[src/hw/rtl/group_member_table_defines.svh]
// assertion macros for the group member table
// depends on nothing; included by modules that assert
`ifndef GROUP_MEMBER_TABLE_DEFINES_SVH
`define GROUP_MEMBER_TABLE_DEFINES_SVH
`ifndef SYNTHESIS
`define GMT_ASSERT(label, clk, rst_n, prop, msg) \
  label: assert property (@(posedge clk) disable iff (!rst_n) prop) else $error(msg);
`define GMT_ASSERT_KNOWN(label, clk, rst_n, sig, msg) \
  label: assert property (@(posedge clk) disable iff (!rst_n) !$isunknown(sig)) else $error(msg);
`else
`define GMT_ASSERT(label, clk, rst_n, prop, msg)
`define GMT_ASSERT_KNOWN(label, clk, rst_n, sig, msg)
`endif
`endif

[src/hw/rtl/gmt_pkg.sv]
// shared types and constants for the group member table
// depends on nothing
package gmt_pkg;
  localparam int unsigned Groups = 16;
  localparam int unsigned NodesPerGroup = 32;
  localparam int unsigned GroupW = (Groups > 1) ? $clog2(Groups) : 1;
  localparam int unsigned NodeW = (NodesPerGroup > 1) ? $clog2(NodesPerGroup) : 1;
  localparam int unsigned AddrW = GroupW + NodeW;
  localparam int unsigned Depth = Groups * NodesPerGroup;
  localparam int unsigned QDepth = 2;

  typedef enum logic [1:0] {
    OpAdd = 2'd0,
    OpDel = 2'd1,
    OpLookup = 2'd2,
    OpNone = 2'd3
  } op_e;

  typedef struct packed {
    op_e op;
    logic [31:0] group_id;
    logic [47:0] node_address;
  } cmd_t;

  typedef struct packed {
    logic status;
    logic found;
    logic [3:0] group_slot;
    logic group_freed;
    logic save_request;
  } res_t;
endpackage

[src/hw/rtl/gmt_front.sv]
// front end: accepts transactions and classifies the operation into a queue
// depends on gmt_pkg
`include "group_member_table_defines.svh"
module gmt_front (
  input  logic clk_i,
  input  logic rst_ni,
  input  logic in_valid_i,
  output logic in_stall_o,
  input  logic [1:0] operation_i,
  input  logic [31:0] group_id_i,
  input  logic [47:0] node_address_i,
  output logic cmd_valid_o,
  input  logic cmd_pop_i,
  output gmt_pkg::cmd_t cmd_o
);
  import gmt_pkg::*;
  localparam int unsigned PtrW = $clog2(QDepth);

  cmd_t q_mem [QDepth];
  logic [PtrW-1:0] wr_q, rd_q;
  logic [PtrW:0] cnt_q;
  logic push;

  assign in_stall_o = (cnt_q == (PtrW+1)'(QDepth));
  assign push = in_valid_i && !in_stall_o;
  assign cmd_valid_o = (cnt_q != '0);
  assign cmd_o = q_mem[rd_q];

  // queue storage
  always_ff @(posedge clk_i) begin
    if (push) begin
      q_mem[wr_q] <= '{op: op_e'(operation_i), group_id: group_id_i,
                       node_address: node_address_i};
    end
  end

  // queue pointers
  always_ff @(posedge clk_i or negedge rst_ni) begin
    if (!rst_ni) begin
      wr_q <= '0;
      rd_q <= '0;
      cnt_q <= '0;
    end else begin
      if (push) wr_q <= wr_q + 1'b1;
      if (cmd_pop_i) rd_q <= rd_q + 1'b1;
      cnt_q <= cnt_q + (PtrW+1)'(push) - (PtrW+1)'(cmd_pop_i);
    end
  end

  `GMT_ASSERT(a_no_pop_empty, clk_i, rst_ni, cmd_pop_i |-> cmd_valid_o, "pop of empty queue")
  `GMT_ASSERT(a_cnt_range, clk_i, rst_ni, cnt_q <= (PtrW+1)'(QDepth), "queue count overflow")
  `GMT_ASSERT_KNOWN(a_valid_known, clk_i, rst_ni, cmd_valid_o, "queue valid unknown")
endmodule

[config.mk]
export PLATFORM = sky130hd
export DESIGN_NAME = gmt_front
export DESIGN_NICKNAME = d
export VERILOG_FILES = /design/src/hw/rtl/gmt_pkg.sv /design/src/hw/rtl/gmt_front.sv
export VERILOG_INCLUDE_DIRS = /design/src /design/src/hw/rtl
export SDC_FILE = /design/constraint.sdc
export NUM_CORES = 1
export LEC_CHECK = 0
export BUFFER_PORTS_ARGS = -buffer_cell sky130_fd_sc_hd__buf_2
export CAP_MARGIN = 20
export CORE_MARGIN = 2
export CORE_UTILIZATION = 25
export DETAILED_ROUTE_END_ITERATION = 10
export GPL_ROUTABILITY_DRIVEN = 1
export GPL_TIMING_DRIVEN = 1
export PLACE_DENSITY = 0.49
export SYNTH_ARGS = -nofsm -noshare
export SYNTH_HDL_FRONTEND = slang
export SYNTH_SLANG_ARGS = --single-unit
[constraint.sdc]
create_clock -name clk_i -period 6.3 [get_ports clk_i]
set_clock_uncertainty 0.15 [all_clocks]
set_input_delay 0 -clock clk_i [delete_from_list [all_inputs] [get_ports clk_i]]
set_output_delay 0 -clock clk_i [all_outputs]
set_load 0.03 [all_outputs]
==> metrics.txt <==
status completed; Power Density 462 mW/mm^2; drt total wl ~13000 um; Num CTS Buffers 17; register bit total from synthesis roughly 170; RR Endpoint q_mem[1][23]$_DFFE_PP_; DR vias about 3400; crit-path max cell delay ~0.95 ns; cell depth of the worst setup path 3; Top FF cell, synth edfxtp_1; clock share of power 0.232; post-synth top area share 0.762; CP required between 6 and 7 ns; worst reg2reg setup slack approximately 4 ns; Routed Antenna Nets 0; Initial Utilization 0.256; core box area about 0.025 mm^2; mux cell area share after synthesis 0.184; worst setup path startpoint rd_q$_DFFE_PN0P_; leakage power figure between 3 and 4 nW; Initial DRT Pass Iterations 4; Yosys cell types 16; Final #Nets ~630; Iter 0 DRT Violations between 100 and 150; IO Count 170; vias in the first global route approximately 3700; Psw about 0.0015 W; CTS clk-pin slew, worst paths 0.07 ns; # rows 58; CP delay by family, top flip-flops; Synth area leader edfxtp_1; final hold violation count 0; Mapped Area ~0.0065 mm^2; setup_tns 0 ns; f_max between 0.3 and 0.4 GHz; Seq/Total Area, Yosys 0.778; CP startpoint kind flip-flop; post-synthesis simple-gate area fraction 0.00407; Flop pwr share 0.399; cell count of the worst reg-to-reg path 3; Peak VDD IR approximately 0.19 mV; buffer and inverter count on the worst path 2; GRT Util Overall 0.0936; cts repair resizes 0; port bufs ~170; Comb power frac 0.369; unrepaired setup endpoints after global routing false; mean number of vias per cell 3.89; antenna diode count 0; final setup vio count 0; gr ovfl total 0; Critical Setup Path Class reg -> out; main combinational cell family by area after synthesis multiplexers; H-tree levels 4; total setup buffers inserted after CTS 0; xor-xnor portion of the synthesized cell area 0.00542; critical path peak fanout 44; Relative slew margins 0.458; Cell Int Power around 0.0027 W; Layout area overhead 39.6%; crit path DAT 2.73 ns; fin util 0.357; syn avg cell area approximately 24 um^2; FF-to-FF Start cnt_q[1]$_DFF_PN0_; Synthesized Nets 360; EDFF count, synth between 150 and 200; asr flop ratio synth 0.0238; Synth top cells by count 164 x edfxtp_1, 70 x mux2_4, 12 x mux2_2, 7 x buf_12, 4 x dfrtp_1; Die Width around 160 um; pin count of the biggest net entering global routing between 40 and 50; layout cells sized above 1 0.521; max-cap viol count 0; crit path capture cmd_o[70]; Worst-Skew Late Latency 0.41 ns; worst path cell trace buf_4 > mux2_2 > buf_2; CTS tree built; Max clock buf depth 2; Hold WS around 0.16 ns; die area about 0.027 mm^2; cell count after synthesis about 270; CTS root buf clkbuf_16; initial antenna violation count 0; Final min period about 2.9 ns; Yosys warnings 0; top cells by area, synth edfxtp_1 76%, mux2_4 16%, buf_12 2.2%, mux2_2 2.1%, dfrtp_1 1.5%; Sink Count approximately 170; global-route wire length before repair approximately 19000 um; die height 165 um; HPWL Detailed slightly above 8000 um; final period utilization 0.458; top-count cell post-synth edfxtp_1; Critical Path Sink Type primary output; GPL Wtd Cong 0.669; Compound-Gate Fraction of Synth Area 0; Final Max Slew Viols 0; worst-path cell with the longest stage delay dfrtp_4; # DRC 0; Tightest Hold Check Type in -> reg; Worst Tran Pin Value roughly 0.81 ns; routed len/inst roughly 14 um; switch share 0.352; Adder-Cell Fraction of Synth Area 0.00387
## cells by family (layout without fill, tap and decap cells)
| logic type | Yosys count | count (layout) |
|---|---|---|
| xor gates and xnor gates | 4 | 4 |
| adders and majority gates | 2 | 2 |
| buffers and inverters | 11 | 292 |
| DFF | 168 | 168 |
| muxes | 82 | 82 |
| and+or+nand+nor | 5 | 5 |
## sequential cells by signal (all words and copies together) (netlist names)
| name | flops |
|---|---|
| cnt_q | 2 |
| rd_q | 1 |
| q_mem | 164 |
| wr_q | 1 |
## worst min path at each step
| stage | startpoint | endpoint | slack [ns] | depth (start not counted) |
|---|---|---|---|---|
| after floorplan | rst_ni | cnt_q[0]$_DFF_PN0_ | -0.45 | 0 |
| after global placement | rst_ni | cnt_q[1]$_DFF_PN0_ | -0.34 | 1 |
| after detailed placement | rst_ni | cnt_q[1]$_DFF_PN0_ | -0.34 | 1 |
| after CTS | node_address_i[41] | q_mem[0][41]$_DFFE_PP_ | 0.13 | 2 |
| after global routing | node_address_i[41] | q_mem[0][41]$_DFFE_PP_ | 0.14 | 2 |
| final | group_id_i[17] | q_mem[0][65]$_DFFE_PP_ | 0.16 | 2 |
## power groups by stage
stage	logic, W	registers, W	clock network, W
after floorplan	0.00129	0.00162	0
after global placement	0.00151	0.00168	0
after detailed placement	0.00152	0.00170	0
after CTS	0.00157	0.00167	0.00101
after global routing	0.00163	0.00169	0.00106
final	0.00154	0.00166	0.000965
## per-stage QoR
step | total power [W] | setup slack [ns] | instances | area [um^2]
finish | 0.00417 | 3.42 | 883 | 9020
global route | 0.00438 | 3.25 | 883 | 9020
CTS | 0.00425 | 3.32 | 883 | 9020
detailed placement | 0.00322 | 3.79 | 766 | 7610
global placement | 0.00320 | 3.80 | 766 | 7610
floorplan | 0.00291 | 1.62 | 272 | 6460
## area by class of cell
type,count,area [um^2]
tap,330,413
sequential,168,5030
clock buffer,17,425
fill,2391,16200
multi-input combinational,93,1280
clock inverter,14,124
inverter,2,7.51
timing repair buffer,259,1740
## what timing repair did
item / 4_1_cts / 5_1_grt
hold endpoints to repair: 172 / 0
setup endpoints to repair: 0 / 0
hold buffers: 86 / 0
## layout by cell type, fill, tap and decap left out
cell type,count
or2_2,1
dfrtp_4,1
buf_4,4
bufinv_16,1
dfrtp_1,3
xor2_1,1
clkinvlp_4,2
xnor2_1,3
and3_4,1
nand2_1,1
edfxtp_1,164
clkinv_4,3
buf_2,169
nand2b_1,1
inv_1,2
inv_6,4
clkinv_1,2
ha_1,2
mux2_4,70
nor2_4,1
clkbuf_16,17
clkinv_2,2
dlygate4sd3_1,86
mux2_2,12
## routing by layer
metal | up-vias | part of all wire | global-route usage
met4 | 0 | 0.012 | 0.0332
met5 | - | 0 | 0
li1 | 1610 | - | -
met2 | 110 | 0.53 | 0.171
met3 | 15 | 0.052 | 0.0306
met1 | 1700 | 0.40 | 0.101
Note: power is estimated with default switching activity, not from simulation.
